<file path="src/hw/rtl/hdu_pkg.sv">
package hdu_pkg;

    localparam logic [4:0]  POS_LAST       = 5'd28;
    localparam logic [4:0]  POS_MAX        = 5'd31;
    localparam logic [13:0] EARLIEST_RESET = 14'd2020;
    localparam logic [13:0] EPOCH_YEAR     = 14'd1970;
    localparam logic [13:0] LAST_YEAR      = 14'd9999;
    localparam int          HDU_QUEUE_DEPTH = 2;

    localparam logic [7:0] CH_COMMA = 8'h2C;
    localparam logic [7:0] CH_SPACE = 8'h20;
    localparam logic [7:0] CH_COLON = 8'h3A;
    localparam logic [7:0] CH_G     = 8'h47;
    localparam logic [7:0] CH_M     = 8'h4D;
    localparam logic [7:0] CH_T     = 8'h54;
    localparam logic [7:0] CH_0     = 8'h30;
    localparam logic [7:0] CH_9     = 8'h39;

    localparam logic [12:0] RECIP_100   = 13'd5243;
    localparam int          RECIP_SHIFT = 19;
    localparam logic [23:0] EPOCH_SHIFT = 24'd719468;
    localparam logic [16:0] SECS_PER_DAY = 17'd86400;
    localparam logic [3:0]  MONTH_FEB   = 4'd2;

    localparam logic [7:0] MONTH_NAME [12][3] = '{
        '{8'h4A, 8'h61, 8'h6E}, '{8'h46, 8'h65, 8'h62}, '{8'h4D, 8'h61, 8'h72},
        '{8'h41, 8'h70, 8'h72}, '{8'h4D, 8'h61, 8'h79}, '{8'h4A, 8'h75, 8'h6E},
        '{8'h4A, 8'h75, 8'h6C}, '{8'h41, 8'h75, 8'h67}, '{8'h53, 8'h65, 8'h70},
        '{8'h4F, 8'h63, 8'h74}, '{8'h4E, 8'h6F, 8'h76}, '{8'h44, 8'h65, 8'h63}
    };

    // February allows 29 here; the leap year test follows in the back end.
    localparam logic [4:0] MONTH_DAYS [12] = '{
        5'd31, 5'd29, 5'd31, 5'd30, 5'd31, 5'd30,
        5'd31, 5'd31, 5'd30, 5'd31, 5'd30, 5'd31
    };

    // Day of a year that starts on the first of March, for the first of each month.
    localparam logic [8:0] MONTH_DOY [12] = '{
        9'd306, 9'd337, 9'd0, 9'd31, 9'd61, 9'd92,
        9'd122, 9'd153, 9'd184, 9'd214, 9'd245, 9'd275
    };

    typedef struct packed {
        logic        ok;
        logic [13:0] year;
        logic [3:0]  month;
        logic [4:0]  day;
        logic [4:0]  hour;
        logic [5:0]  minute;
        logic [5:0]  second;
        logic [31:0] stamp;
    } t_job;

    typedef enum logic [2:0] {
        BK_IDLE,
        BK_MUL,
        BK_LEAP,
        BK_DAYS,
        BK_SECS
    } t_back_state;

    function automatic logic [3:0] first_month(input logic [11:0] mask);
        logic [3:0] m;
        m = 4'd0;
        for (int k = 11; k >= 0; k--) begin
            if (mask[k]) begin
                m = 4'(k + 1);
            end
        end
        return m;
    endfunction

endpackage

</file>
<file path="src/hw/rtl/hdu_if.sv">
interface hdu_in_if;
    logic        valid;
    logic        ready;
    logic [7:0]  char_in;
    logic        final_char;
    logic [31:0] stamp_ms;

    modport source (output valid, output char_in, output final_char, output stamp_ms,
                    input ready);
    modport sink (input valid, input char_in, input final_char, input stamp_ms,
                  output ready);
endinterface

interface hdu_cfg_if;
    logic        valid;
    logic        ready;
    logic [13:0] earliest_year;

    modport source (output valid, output earliest_year, input ready);
    modport sink (input valid, input earliest_year, output ready);
endinterface

interface hdu_out_if;
    logic        valid;
    logic        ready;
    logic        date_ok;
    logic [37:0] unix_seconds;
    logic [31:0] stamp_ms_out;

    modport source (output valid, output date_ok, output unix_seconds, output stamp_ms_out,
                    input ready);
    modport sink (input valid, input date_ok, input unix_seconds, input stamp_ms_out,
                  output ready);
endinterface

</file>
<file path="src/hw/rtl/http_date_to_unix_seconds.sv">
// Channel   Direction  Word
// i_in_ch   in         char_in[7:0], final_char, stamp_ms[31:0]
// i_cfg_ch  in         earliest_year[13:0], always ready
// o_out_ch  out        date_ok, unix_seconds[37:0], stamp_ms_out[31:0]
//
// The parser takes one byte per cycle while the queue is not full.
// The result passes through the queue hop and the four steps of the shared date arithmetic
// unit (multiply, leap, days, seconds) before it reaches the output register.
// A full queue stalls input; the back end holds in its last step while the output is stalled.
// Reset is synchronous and clears the parse state, the queue and the output valid.
module http_date_to_unix_seconds
    import hdu_pkg::*;
#(
    parameter int QUEUE_DEPTH = HDU_QUEUE_DEPTH
) (
    input  logic       i_clk,
    input  logic       i_rst_n,
    hdu_in_if.sink     i_in_ch,
    hdu_cfg_if.sink    i_cfg_ch,
    hdu_out_if.source  o_out_ch
);

    logic push;
    logic pop;
    logic queue_full;
    logic queue_valid;
    t_job push_job;
    t_job head_job;

    hdu_front u_front (
        .i_clk        (i_clk),
        .i_rst_n      (i_rst_n),
        .i_in_ch      (i_in_ch),
        .i_cfg_ch     (i_cfg_ch),
        .i_queue_full (queue_full),
        .o_push       (push),
        .o_job        (push_job)
    );

    hdu_queue #(
        .DEPTH (QUEUE_DEPTH)
    ) u_queue (
        .i_clk   (i_clk),
        .i_rst_n (i_rst_n),
        .i_push  (push),
        .i_job   (push_job),
        .i_pop   (pop),
        .o_full  (queue_full),
        .o_valid (queue_valid),
        .o_job   (head_job)
    );

    hdu_back u_back (
        .i_clk    (i_clk),
        .i_rst_n  (i_rst_n),
        .i_valid  (queue_valid),
        .i_job    (head_job),
        .o_pop    (pop),
        .o_out_ch (o_out_ch)
    );

endmodule

</file>
<file path="src/hw/rtl/hdu_front.sv">
module hdu_front
    import hdu_pkg::*;
(
    input  logic      i_clk,
    input  logic      i_rst_n,
    hdu_in_if.sink    i_in_ch,
    hdu_cfg_if.sink   i_cfg_ch,
    input  logic      i_queue_full,
    output logic      o_push,
    output t_job      o_job
);

    logic [13:0] r_earliest_year;
    logic [4:0]  r_byte_pos,  n_byte_pos;
    logic        r_fault,     n_fault;
    logic [11:0] r_mask,      n_mask;
    logic [6:0]  r_day,       n_day;
    logic [13:0] r_year,      n_year;
    logic [6:0]  r_hour,      n_hour;
    logic [6:0]  r_minute,    n_minute;
    logic [6:0]  r_second,    n_second;

    logic       accept;
    logic       is_digit;
    logic [3:0] digit;
    logic [1:0] name_idx;
    logic [3:0] month;
    logic [4:0] month_len;
    logic       ok;

    assign i_cfg_ch.ready = 1'b1;
    assign i_in_ch.ready  = !i_queue_full;
    assign accept         = i_in_ch.valid && i_in_ch.ready;

    assign is_digit = (i_in_ch.char_in >= CH_0) && (i_in_ch.char_in <= CH_9);
    assign digit    = 4'(i_in_ch.char_in - CH_0);
    assign name_idx = 2'(r_byte_pos - 5'd8);

    always_comb begin
        n_fault  = r_fault;
        n_mask   = r_mask;
        n_day    = r_day;
        n_year   = r_year;
        n_hour   = r_hour;
        n_minute = r_minute;
        n_second = r_second;
        n_byte_pos = (r_byte_pos == POS_MAX) ? r_byte_pos : r_byte_pos + 5'd1;
        unique case (r_byte_pos)
            5'd0, 5'd1, 5'd2: begin
            end
            5'd3: begin
                if (i_in_ch.char_in != CH_COMMA) n_fault = 1'b1;
            end
            5'd4, 5'd7, 5'd11, 5'd16, 5'd25: begin
                if (i_in_ch.char_in != CH_SPACE) n_fault = 1'b1;
            end
            5'd19, 5'd22: begin
                if (i_in_ch.char_in != CH_COLON) n_fault = 1'b1;
            end
            5'd5, 5'd6: begin
                if (is_digit) n_day = 7'(r_day * 7'd10 + {3'd0, digit});
                else n_fault = 1'b1;
            end
            5'd12, 5'd13, 5'd14, 5'd15: begin
                if (is_digit) n_year = 14'(r_year * 14'd10 + {10'd0, digit});
                else n_fault = 1'b1;
            end
            5'd17, 5'd18: begin
                if (is_digit) n_hour = 7'(r_hour * 7'd10 + {3'd0, digit});
                else n_fault = 1'b1;
            end
            5'd20, 5'd21: begin
                if (is_digit) n_minute = 7'(r_minute * 7'd10 + {3'd0, digit});
                else n_fault = 1'b1;
            end
            5'd23, 5'd24: begin
                if (is_digit) n_second = 7'(r_second * 7'd10 + {3'd0, digit});
                else n_fault = 1'b1;
            end
            5'd8, 5'd9, 5'd10: begin
                for (int k = 0; k < 12; k++) begin
                    if (MONTH_NAME[k][name_idx] != i_in_ch.char_in) n_mask[k] = 1'b0;
                end
            end
            5'd26: begin
                if (i_in_ch.char_in != CH_G) n_fault = 1'b1;
            end
            5'd27: begin
                if (i_in_ch.char_in != CH_M) n_fault = 1'b1;
            end
            5'd28: begin
                if (i_in_ch.char_in != CH_T) n_fault = 1'b1;
            end
            default: begin
                n_fault = 1'b1;
            end
        endcase
    end

    always_comb begin
        month     = first_month(r_mask);
        month_len = (month == 4'd0) ? 5'd0 : MONTH_DAYS[month - 4'd1];
        ok = (r_byte_pos == POS_LAST) && !n_fault && (month != 4'd0)
            && (r_year >= r_earliest_year) && (r_year >= EPOCH_YEAR)
            && (r_year <= LAST_YEAR) && (r_day >= 7'd1) && (r_day <= {2'd0, month_len})
            && (r_hour <= 7'd23) && (r_minute <= 7'd59) && (r_second <= 7'd60);
        o_job.ok     = ok;
        o_job.year   = r_year;
        o_job.month  = month;
        o_job.day    = r_day[4:0];
        o_job.hour   = r_hour[4:0];
        o_job.minute = r_minute[5:0];
        o_job.second = r_second[5:0];
        o_job.stamp  = i_in_ch.stamp_ms;
    end

    assign o_push = accept && i_in_ch.final_char;

    always_ff @(posedge i_clk) begin
        if (!i_rst_n) begin
            r_earliest_year <= EARLIEST_RESET;
        end else if (i_cfg_ch.valid) begin
            r_earliest_year <= i_cfg_ch.earliest_year;
        end
    end

    always_ff @(posedge i_clk) begin
        if (!i_rst_n || o_push) begin
            r_byte_pos <= 5'd0;
            r_fault    <= 1'b0;
            r_mask     <= '1;
            r_day      <= '0;
            r_year     <= '0;
            r_hour     <= '0;
            r_minute   <= '0;
            r_second   <= '0;
        end else if (accept) begin
            r_byte_pos <= n_byte_pos;
            r_fault    <= n_fault;
            r_mask     <= n_mask;
            r_day      <= n_day;
            r_year     <= n_year;
            r_hour     <= n_hour;
            r_minute   <= n_minute;
            r_second   <= n_second;
        end
    end

    a_clear_after_final: assert property (@(posedge i_clk) disable iff (!i_rst_n)
        o_push |=> (r_byte_pos == 5'd0) && (r_mask == 12'hFFF) && !r_fault)
        else $error("Parse state was not cleared after the final byte.");

    a_pos_saturates: assert property (@(posedge i_clk) disable iff (!i_rst_n)
        (accept && !o_push && r_byte_pos == POS_MAX) |=> (r_byte_pos == POS_MAX) && r_fault)
        else $error("Byte position left saturation or the fault was lost.");

    a_ok_needs_length: assert property (@(posedge i_clk) disable iff (!i_rst_n)
        (o_push && o_job.ok) |-> (r_byte_pos == POS_LAST) && $onehot(r_mask))
        else $error("A date was accepted with a wrong length or month.");

endmodule

</file>
<file path="src/hw/rtl/hdu_queue.sv">
module hdu_queue
    import hdu_pkg::*;
#(
    parameter int DEPTH = HDU_QUEUE_DEPTH
) (
    input  logic i_clk,
    input  logic i_rst_n,
    input  logic i_push,
    input  t_job i_job,
    input  logic i_pop,
    output logic o_full,
    output logic o_valid,
    output t_job o_job
);

    localparam int AW = (DEPTH > 1) ? $clog2(DEPTH) : 1;
    localparam int CW = $clog2(DEPTH + 1);
    localparam logic [AW-1:0] LAST_IDX = AW'(DEPTH - 1);
    localparam logic [CW-1:0] FULL_CNT = CW'(DEPTH);

    t_job          r_mem [DEPTH];
    logic [AW-1:0] r_wr_ptr;
    logic [AW-1:0] r_rd_ptr;
    logic [CW-1:0] r_count;

    assign o_full  = (r_count == FULL_CNT);
    assign o_valid = (r_count != '0);
    assign o_job   = r_mem[r_rd_ptr];

    always_ff @(posedge i_clk) begin
        if (i_push) begin
            r_mem[r_wr_ptr] <= i_job;
        end
    end

    always_ff @(posedge i_clk) begin
        if (!i_rst_n) begin
            r_wr_ptr <= '0;
            r_rd_ptr <= '0;
            r_count  <= '0;
        end else begin
            if (i_push) begin
                r_wr_ptr <= (r_wr_ptr == LAST_IDX) ? '0 : r_wr_ptr + AW'(1);
            end
            if (i_pop) begin
                r_rd_ptr <= (r_rd_ptr == LAST_IDX) ? '0 : r_rd_ptr + AW'(1);
            end
            if (i_push && !i_pop) begin
                r_count <= r_count + CW'(1);
            end else if (!i_push && i_pop) begin
                r_count <= r_count - CW'(1);
            end
        end
    end

    a_no_overflow: assert property (@(posedge i_clk) disable iff (!i_rst_n)
        !(i_push && o_full))
        else $error("Word pushed into a full queue.");

    a_no_underflow: assert property (@(posedge i_clk) disable iff (!i_rst_n)
        i_pop |-> o_valid)
        else $error("Word popped from an empty queue.");

    a_count_bound: assert property (@(posedge i_clk) disable iff (!i_rst_n)
        r_count <= FULL_CNT)
        else $error("Queue count exceeds its depth.");

endmodule

</file>
<file path="src/hw/rtl/hdu_back.sv">
module hdu_back
    import hdu_pkg::*;
(
    input  logic       i_clk,
    input  logic       i_rst_n,
    input  logic       i_valid,
    input  t_job       i_job,
    output logic       o_pop,
    hdu_out_if.source  o_out_ch
);

    t_back_state r_state, n_state;

    t_job        r_job;
    logic [26:0] r_p100;
    logic [24:0] r_p400;
    logic [16:0] r_tod;
    logic        r_ok;
    logic [13:0] r_ys;
    logic [11:0] r_d4;
    logic [7:0]  r_d100;
    logic [5:0]  r_d400;
    logic [21:0] r_days;

    logic        r_out_valid;
    logic        r_date_ok;
    logic [37:0] r_secs;
    logic [31:0] r_stamp;

    logic        out_load;
    logic        out_free;

    logic [7:0]  q100;
    logic [5:0]  q400;
    logic        z4;
    logic        z100;
    logic        z400;
    logic        leap;
    logic        early;
    logic        feb_bad;
    logic [5:0]  sec_adj;
    logic [23:0] days_sum;
    logic [37:0] secs_sum;

    assign out_free = !r_out_valid || o_out_ch.ready;

    always_comb begin
        n_state = r_state;
        unique case (r_state)
            BK_IDLE: if (i_valid) n_state = BK_MUL;
            BK_MUL:  n_state = BK_LEAP;
            BK_LEAP: n_state = BK_DAYS;
            BK_DAYS: n_state = BK_SECS;
            BK_SECS: if (out_free) n_state = BK_IDLE;
            default: n_state = BK_IDLE;
        endcase
    end

    always_comb begin
        o_pop    = 1'b0;
        out_load = 1'b0;
        unique case (r_state)
            BK_IDLE: o_pop = i_valid;
            BK_SECS: out_load = out_free;
            default: begin
            end
        endcase
    end

    always_comb begin
        sec_adj  = (r_job.second == 6'd60) ? 6'd59 : r_job.second;
        q100     = r_p100[RECIP_SHIFT +: 8];
        q400     = r_p400[RECIP_SHIFT +: 6];
        z4       = (r_job.year[1:0] == 2'd0);
        z100     = (14'(q100 * 14'd100) == r_job.year);
        z400     = (14'(q400 * 14'd400) == r_job.year);
        leap     = z4 && (!z100 || z400);
        early    = (r_job.month <= MONTH_FEB);
        feb_bad  = (r_job.month == MONTH_FEB) && (r_job.day == 5'd29) && !leap;
        days_sum = 24'(r_ys) * 24'd365 + 24'(r_d4) - 24'(r_d100) + 24'(r_d400)
            + 24'(MONTH_DOY[r_job.month - 4'd1]) + 24'(r_job.day) - 24'd1 - EPOCH_SHIFT;
        secs_sum = 38'(r_days) * 38'(SECS_PER_DAY) + 38'(r_tod);
    end

    always_ff @(posedge i_clk) begin
        if (!i_rst_n) begin
            r_state <= BK_IDLE;
        end else begin
            r_state <= n_state;
        end
    end

    always_ff @(posedge i_clk) begin
        if (o_pop) begin
            r_job <= i_job;
        end
        if (r_state == BK_MUL) begin
            r_p100 <= 27'(r_job.year * RECIP_100);
            r_p400 <= 25'(r_job.year[13:2] * RECIP_100);
            r_tod  <= 17'(r_job.hour * 17'd3600) + 17'(r_job.minute * 17'd60)
                + 17'(sec_adj);
        end
        if (r_state == BK_LEAP) begin
            r_ok   <= r_job.ok && !feb_bad;
            r_ys   <= r_job.year - 14'(early);
            r_d4   <= r_job.year[13:2] - 12'(early && z4);
            r_d100 <= q100 - 8'(early && z100);
            r_d400 <= q400 - 6'(early && z400);
        end
        if (r_state == BK_DAYS) begin
            r_days <= days_sum[21:0];
        end
        if (out_load) begin
            r_date_ok <= r_ok;
            r_secs    <= r_ok ? secs_sum : '0;
            r_stamp   <= r_job.stamp;
        end
    end

    always_ff @(posedge i_clk) begin
        if (!i_rst_n) begin
            r_out_valid <= 1'b0;
        end else if (out_load) begin
            r_out_valid <= 1'b1;
        end else if (o_out_ch.ready) begin
            r_out_valid <= 1'b0;
        end
    end

    assign o_out_ch.valid        = r_out_valid;
    assign o_out_ch.date_ok      = r_date_ok;
    assign o_out_ch.unix_seconds = r_secs;
    assign o_out_ch.stamp_ms_out = r_stamp;

    a_reject_zero: assert property (@(posedge i_clk) disable iff (!i_rst_n)
        (r_out_valid && !r_date_ok) |-> (r_secs == '0))
        else $error("Rejected date carries nonzero seconds.");

    a_secs_range: assert property (@(posedge i_clk) disable iff (!i_rst_n)
        (r_out_valid && r_date_ok) |-> (r_secs < 38'd253402300800))
        else $error("Seconds beyond the last representable date.");

    a_finish_fills: assert property (@(posedge i_clk) disable iff (!i_rst_n)
        (r_state == BK_SECS && !r_out_valid) |=> r_out_valid && (r_state == BK_IDLE))
        else $error("Finished word did not reach the output register.");

endmodule

</file>
<file path="src/flat_wrapper.sv">
// flat-port wrapper written by rule: the top's interface ports become plain ports
module http_date_to_unix_seconds_flat import hdu_pkg::*;
#(
    parameter int QUEUE_DEPTH = HDU_QUEUE_DEPTH
)
  (i_clk, i_rst_n, i_in_ch_valid, i_in_ch_char_in, i_in_ch_final_char, i_in_ch_stamp_ms, i_in_ch_ready, i_cfg_ch_valid, i_cfg_ch_earliest_year, i_cfg_ch_ready, o_out_ch_valid, o_out_ch_date_ok, o_out_ch_unix_seconds, o_out_ch_stamp_ms_out, o_out_ch_ready);
  hdu_in_if i_in_ch_i ();
  hdu_cfg_if i_cfg_ch_i ();
  hdu_out_if o_out_ch_i ();
  input  logic i_clk;
  input  logic i_rst_n;
  input wire logic [$bits(i_in_ch_i.valid)-1:0] i_in_ch_valid;
  input wire logic [$bits(i_in_ch_i.char_in)-1:0] i_in_ch_char_in;
  input wire logic [$bits(i_in_ch_i.final_char)-1:0] i_in_ch_final_char;
  input wire logic [$bits(i_in_ch_i.stamp_ms)-1:0] i_in_ch_stamp_ms;
  output wire logic [$bits(i_in_ch_i.ready)-1:0] i_in_ch_ready;
  input wire logic [$bits(i_cfg_ch_i.valid)-1:0] i_cfg_ch_valid;
  input wire logic [$bits(i_cfg_ch_i.earliest_year)-1:0] i_cfg_ch_earliest_year;
  output wire logic [$bits(i_cfg_ch_i.ready)-1:0] i_cfg_ch_ready;
  output wire logic [$bits(o_out_ch_i.valid)-1:0] o_out_ch_valid;
  output wire logic [$bits(o_out_ch_i.date_ok)-1:0] o_out_ch_date_ok;
  output wire logic [$bits(o_out_ch_i.unix_seconds)-1:0] o_out_ch_unix_seconds;
  output wire logic [$bits(o_out_ch_i.stamp_ms_out)-1:0] o_out_ch_stamp_ms_out;
  input wire logic [$bits(o_out_ch_i.ready)-1:0] o_out_ch_ready;
  assign i_in_ch_i.valid = i_in_ch_valid;
  assign i_in_ch_i.char_in = i_in_ch_char_in;
  assign i_in_ch_i.final_char = i_in_ch_final_char;
  assign i_in_ch_i.stamp_ms = i_in_ch_stamp_ms;
  assign i_in_ch_ready = i_in_ch_i.ready;
  assign i_cfg_ch_i.valid = i_cfg_ch_valid;
  assign i_cfg_ch_i.earliest_year = i_cfg_ch_earliest_year;
  assign i_cfg_ch_ready = i_cfg_ch_i.ready;
  assign o_out_ch_valid = o_out_ch_i.valid;
  assign o_out_ch_date_ok = o_out_ch_i.date_ok;
  assign o_out_ch_unix_seconds = o_out_ch_i.unix_seconds;
  assign o_out_ch_stamp_ms_out = o_out_ch_i.stamp_ms_out;
  assign o_out_ch_i.ready = o_out_ch_ready;
  http_date_to_unix_seconds #(.QUEUE_DEPTH(QUEUE_DEPTH)) u_core (.i_clk(i_clk), .i_rst_n(i_rst_n), .i_in_ch(i_in_ch_i), .i_cfg_ch(i_cfg_ch_i), .o_out_ch(o_out_ch_i));
endmodule
</file>
<file path="config.mk">
export PLATFORM = sky130hd
export DESIGN_NAME = http_date_to_unix_seconds_flat
export DESIGN_NICKNAME = d
export VERILOG_FILES = /design/src/hw/rtl/hdu_pkg.sv /design/src/hw/rtl/hdu_if.sv /design/src/hw/rtl/http_date_to_unix_seconds.sv /design/src/hw/rtl/hdu_front.sv /design/src/hw/rtl/hdu_queue.sv /design/src/hw/rtl/hdu_back.sv /design/src/flat_wrapper.sv
export SDC_FILE = /design/constraint.sdc
export NUM_CORES = 2
export LEC_CHECK = 0
export ABC_AREA = 1
export BUFFER_PORTS_ARGS = -buffer_cell sky130_fd_sc_hd__buf_2
export CORE_MARGIN = 2
export CORE_UTILIZATION = 50
export CTS_CLUSTER_SIZE = 12
export DETAILED_ROUTE_END_ITERATION = 8
export GPL_ROUTABILITY_DRIVEN = 0
export PLACE_DENSITY = 0.66
export SLEW_MARGIN = 20
export SYNTH_ARGS = -nofsm -noshare
export SYNTH_HDL_FRONTEND = slang
export SYNTH_HIERARCHICAL = 1
export SYNTH_SLANG_ARGS = --single-unit
</file>
<file path="constraint.sdc">
create_clock -name i_clk -period 12.77 [get_ports i_clk]
set_input_delay 0 -clock i_clk [delete_from_list [all_inputs] [get_ports i_clk]]
set_output_delay 0 -clock i_clk [all_outputs]
set_load 0.02 [all_outputs]
</file>
==> Word-level counts from Yosys, hierarchy flattened <==
Memory sizes are Yosys's and may differ from the RTL's. A register that Yosys moved wholly into a read port is not among the register bits.
Cells that the tools add are included.
{ "classes": {"addsub": 28, "n_mul": 13, "div": 0, "n_lt_le_gt_ge": 14, "eq_ne": 59, "shift": 0, "mux": 75, "n_bitwise": 4, "reduce_logical": 71} }
{ "ops": {"columns": ["operator", "count"], "rows": [
  ["binary-select mux 8 bit (select 2 bit)", 12],
  ["2-to-1 mux 8 bit", 24],
  ["!= test 8 bit", 12],
  ["== test 5 bit (second input constant)", 15],
  ["AND reduction 3 bit", 17],
  ["2-to-1 mux 4 bit", 12],
  ["== test 5 x 4 -> 1 bit (second input constant)", 8],
  ["adder 38 x 17 -> 38 bit", 1],
  ["multiplier 22 x 10 -> 31 bit (second input constant)", 1],
  ["adder 7 x 4 -> 7 bit", 4],
  ["== test 14 bit", 2],
  ["multiplier 7 x 3 -> 6 bit (second input constant)", 4],
  ["multiplier 14 x 13 -> 27 bit (second input constant)", 1],
  ["multiplier 12 x 13 -> 25 bit (second input constant)", 1],
  ["!= test 8 x 6 -> 1 bit (second input constant)", 3],
  ["!= test 8 x 7 -> 1 bit (second input constant)", 3],
  ["adder 22 x 12 -> 22 bit", 1],
  ["adder 22 x 5 -> 22 bit", 1],
  ["adder 22 x 6 -> 22 bit", 1],
  ["adder 22 x 9 -> 22 bit", 1],
  ["logical AND 1 bit", 22],
  ["multiplier 14 x 9 -> 22 bit (second input constant)", 1],
  ["subtractor 22 x 1 -> 22 bit (second input constant)", 1],
  ["subtractor 22 x 20 -> 22 bit (second input constant)", 1],
  ["other kinds (66)", 115]
]} }
{ "word_totals": {"regBits": 285, "latch_bits": 0, "ram_bits": 146, "romBits": 224, "output_inout_bits": 74, "wordCells": 304, "n_memories": 3} }
{ "memory_table": {"columns": ["memory", "words", "width", "rd", "rd_clocked_by_memory_dff", "write_ports", "line_no", "source"], "rows": [
  ["u_core.u_queue.r_mem", 2, 73, 1, 1, 1, "hdu_queue.sv:21", "t_job r_mem [DEPTH];"],
  ["(name not given)", 16, 9, 1, 0, 0, "hdu_back.sv:81", "+ 24'(MONTH_DOY[r_job.month - 4'd1]) + 24'(r_job.day) - 24'd1 - EPOCH_SHIFT;"],
  ["(name not given)", 16, 5, 1, 0, 0, "hdu_front.sv:102", "month_len = (month == 4'd0) ? 5'd0 : MONTH_DAYS[month - 4'd1];"]
]} }

==> Logic depth before layout (Yosys ltp) <==
{ "depth": {"depth_word": 23, "depth_mapped": 31} }

==> By module <==
Netlist, hierarchy kept.
{ "by_module_without_submodules": {"columns": ["mod", "instances", "cells_per_inst", "area_per_inst_um2", "seq_area_each_um2"], "rows": [
  ["hdu_back", 1, 2886, 27284.9, 7226.9],
  ["hdu_front", 1, 921, 6556.3, 1481.4],
  ["hdu_queue", 1, 262, 5848.1, 4484.3]
]} }

==> Worst setup path after synthesis <==
No wires, ideal clock.
{ "synth_timing": {"path_type": "reg-to-reg", "start": "register u_core.u_back.r_state[0]", "end": "register u_core.u_back.r_date_ok, in the netlist u_core/u_back/o_out_ch.date_ok, enable pin", "arrival_time_ns": 7.229, "path_slack_ns": 4.865, "path_stages_with_launch": 2, "n_path_buf": 0, "cell_sequence": "dfxtp_1 > nor4_1"} }
{ "synth_between": {"elab_chain_cells": 2} }
{ "synth_rtl": {"columns": ["element", "line_no", "source"], "rows": [
  ["from (decl)", "hdu_back.sv:12", "t_back_state r_state, n_state;"],
  ["from (signal assigned)", "hdu_back.sv:89", "r_state <= n_state;"],
  ["== test 3 bit", "hdu_back.sv:62", "unique case (r_state)"],
  ["2-to-1 mux 1 bit", "hdu_back.sv:62", null],
  ["named net u_core.u_back.out_load", "hdu_back.sv:30", "logic out_load;"],
  ["to (signal assigned)", "hdu_back.sv:114", "r_date_ok <= r_ok;"],
  ["to (decl)", "hdu_back.sv:26", "logic r_date_ok;"]
]} }
The timed path passes the listed nets, and every way through them passes these cells.
A chain may end at the register's enable or synchronous reset.

==> Worst setup path after layout <==
{ "layout_timing": {"start": "register u_core/u_back/r_job[54] (netlist name)", "end": "register u_core.u_back.r_days[14] (data pin)"} }
{ "layout_between": {"elab_chain_cells": 9} }
{ "layout_rtl": {"columns": ["element", "line_no", "source"], "rows": [
  ["subtractor 4 x 1 -> 4 bit", "hdu_back.sv:81", null],
  ["inverter 4 -> 5 bit (not written as such)", "hdu_back.sv:81", null],
  ["memory (16 x 9 bit)", null, null],
  ["2-to-1 mux 9 bit (not written as such) (2 in a row)", "hdu_back.sv:81", null],
  ["adder 22 x 9 -> 22 bit", "hdu_back.sv:81", null],
  ["adder 22 x 5 -> 22 bit", "hdu_back.sv:81", null],
  ["subtractor 22 x 1 -> 22 bit", "hdu_back.sv:81", null],
  ["subtractor 22 x 20 -> 22 bit", "hdu_back.sv:81", null],
  ["named net u_core.u_back.days_sum[14]", "hdu_back.sv:42", "logic [23:0] days_sum;"],
  ["to (signal assigned)", "hdu_back.sv:111", "r_days <= days_sum[21:0];"],
  ["to (decl)", "hdu_back.sv:23", "logic [21:0] r_days;"]
]} }
The timed path passes the listed nets, and every way through them passes these cells. The select of a mux whose other input is x is not followed.

==> results.tsv <==
metric	value	unit
vias in the first global route	27200	
Cell Area, Synth	39700	um2
Clock Tree Buf Depth	3	
CP endpoint kind	flop	
Pins Over Slew Limit	0	
Syn. warnings	6	
I/O pin count	134	
Synth top area share	29.1	%
worst setup path start	u_core/u_back/r_job[54]$_DFFE_PP_	
die area	81600	um2
largest net degree at the start of global routing	74	
CTS Sinks	467	
Reg clk slew, reported paths	60	ps
post-synthesis instance total	4069	
unrepaired setup endpoints after global routing	false	
HP Class	in2reg	
Initial Util	50.4	%
CP peak stage delay	530	ps
latest clock arrival within the worst-skew pair	610	ps
total CTS buffers	50	
Min Clock Period, post-route	6960	ps
most frequent cells after synthesis	inv_1, ha_1, nand2_1	
core area	78700	um2
R2R setup slack	5810	ps
fmax	144	MHz
wire length per cell	15.2	um
critical path class	reg2reg	
Fin Setup TNS	0	ps
sequential area share after synthesis	33.2	%
ys async rst share	0	%
dominant cells by area after synthesis	edfxtp_1, ha_1, fa_1	
maxcap violations	0	
drt total wl	81.0	mm
layout cell share with drive strength beyond 1	8.80	%
post-synth cell types	56	
Residual DRC	0	
I/O Buffers	132	
Final HPWL DP	63.7	mm
family with the most delay on the worst path	adder cells	
total gr overflow	0	
Seq cells post-synth	467	
Post-layout nets	5156	
Synth area leader	edfxtp_1	
root buf cell	clkbuf_16	
crit-path most repeated cell	inv_1	
final core utilization	55.4	%
crit share post-route	54.5	%
number of enable flip-flop cells after synthesis	384	
Arrival @ worst endpoint	7310	ps
Setup-failing EPs final	0	
initial DRC count	1488	
CP Data Required Time	13120	ps
H-tree depth	2	
Post-DRT Antenna Nets	0	
row count	103	
most common cell in the netlist	inv_1	
Primary FF master, synth	edfxtp_1	
drt pass-1 iters	5	
CTS tree	yes	
Max Fanout on Critical Path	7	
Via density	4.99	
die width	286	um
relative slew slack	30.2	%
syn_nets	4972	
vias post-DR	26700	
Area Overhead vs Synth	9.85	%
first-pass GRT wire length	135	mm
clock skew	67.9	ps
Critical Path Start Type	flop	
FF-to-FF Start	u_core/u_back/r_job[54]$_DFFE_PP_	
Die H	286	um
gr usage total	20.3	%
number of hold violations in the final report	0	
Avg Cell Area, Syn	9.75	um2
hold wc startpoint	i_in_ch_char_in[1]	
initial antenna violation count	0	
actual slew at the worst max-slew pin	1050	ps
slowest CP cell	fa_1	
status	finished clean	
Critical path buffers and inverters	7	
## layout make-up
class,instances,area (um2)
diodes,1,2.50
clock inverters,14,230
fillers,6858,35100
repair buffers,229,1620
multi-input cells,2603,22400
inverters,902,3390
flip-flops and latches,467,13200
clock buffers,79,1440
well taps,1050,1310
## sequential cells by signal (all words and copies together) (netlist names), 3 cells and up, named ones only
register / cells
u_core/u_back/o_out_ch.stamp_ms_out: 32
u_core/u_back/r_tod: 17
u_core/u_front/r_second: 7
u_core/u_back/r_p400: 6
u_core/u_back/r_ys: 14
u_core/u_front/r_mask: 12
u_core/u_back/r_job: 73
u_core/u_back/r_d4: 12
u_core/u_front/r_minute: 7
u_core/u_back/r_p100: 8
u_core/u_front/r_earliest_year: 14
u_core/u_front/r_byte_pos: 5
u_core/u_queue/r_mem: 146
u_core/u_front/r_year: 14
u_core/u_back/r_d400: 6
u_core/u_back/r_d100: 8
u_core/u_back/r_state: 3
u_core/u_back/r_days: 22
u_core/u_front/r_day: 7
u_core/u_back/o_out_ch.unix_seconds: 38
u_core/u_front/r_hour: 7
## cell usage in the layout (no fill, tap or decap), types with 8 or more instances in the layout
master / netlist / layout
a211oi_1: 8 / 8
a21o_1: 8 / 8
a21oi_1: 216 / 216
a31oi_1: 14 / 14
buf_2: 5 / 132
buf_4: 62 / 12
clkbuf_1: 19 / 20
clkbuf_16: 0 / 51
dfxtp_1: 83 / 82
dlygate4sd3_1: 0 / 83
edfxtp_1: 384 / 384
fa_1: 273 / 273
ha_1: 570 / 570
inv_1: 889 / 888
inv_2: 11 / 12
mux2_4: 70 / 70
nand2_1: 530 / 530
nand2_2: 21 / 21
nand3_1: 129 / 129
nand4_1: 39 / 39
nor2_1: 212 / 209
nor2_2: 15 / 15
nor2_4: 10 / 13
nor3_1: 36 / 34
nor4_1: 15 / 14
o21a_1: 10 / 10
o21ai_0: 168 / 168
o22ai_1: 8 / 8
xnor2_1: 63 / 63
xor2_1: 121 / 121
## worst paths after layout
| check | to | depth (start not counted) |
|---|---|---|
| hold reg to reg | u_core/u_back/o_out_ch.stamp_ms_out[0]$_DFFE_PP_ | 0 |
| setup / recovery | u_core/u_back/r_days[14]$_DFFE_PP_ | 28 |
| hold / removal | u_core/u_front/r_mask[9]$_SDFFE_PP1P_ | 5 |
| setup reg to reg | u_core/u_back/r_days[14]$_DFFE_PP_ | 28 |
## cells by family (layout without fill, tap and decap cells)
group                      after synthesis  after routing  share of synthesized area (%)
AOI/OAI and AO/OA                      468            468                           6.41
muxes                                   73             73                           2.73
buffers and inverters                  999           1224                           10.4
and+or+nand+nor                       1033           1033                           11.4
DFF                                    467            467                           33.2
adders and majority gates              843            843                           31.7
other                                    1              2                        0.00945
xor gates and xnor gates               185            185                           4.12
## layer usage
layer | wire length (um) | share of wire (%) | track usage [%] | vias to the layer above
li1 | - | - | - | 13500
met1 | 37100 | 46 | 26.8 | 12500
met2 | 38900 | 48 | 35.2 | 440
met3 | 2850 | 3.5 | 2.31 | 142
met4 | 2110 | 2.6 | 5.80 | 0
met5 | 0 | 0 | 0 | -
## what timing repair did
action / 4_1_cts / 5_1_grt
hold endpoints to repair: 105 / 0
endpoints found under the setup margin: 0 / 0
hold buffers: 83 / 0
setup buffers: 0 / 0
gates resized for setup: 0 / 0
## stage by stage
stage,cells,setup WS [ps],hold WS (ps),area (um2)
6_report,5345,5810,46.2,43600
3_3_place_gp,5166,6080,188,41100
5_1_grt,5344,5430,100,43600
3_5_place_dp,5167,5960,191,41100
4_1_cts,5343,5920,12.1,43600
2_1_floorplan,4069,4870,118,39700
## tightest hold or removal path: cells and delay by family
family / cells / cell delay [ps]
buffers and inverters: 1 / 220
AO/OA/AOI/OAI: 2 / 280
AND/OR/NAND/NOR: 2 / 100
Power is not shown: default switching activity piles up to over one toggle a cycle in this logic, so the estimate is an artifact.
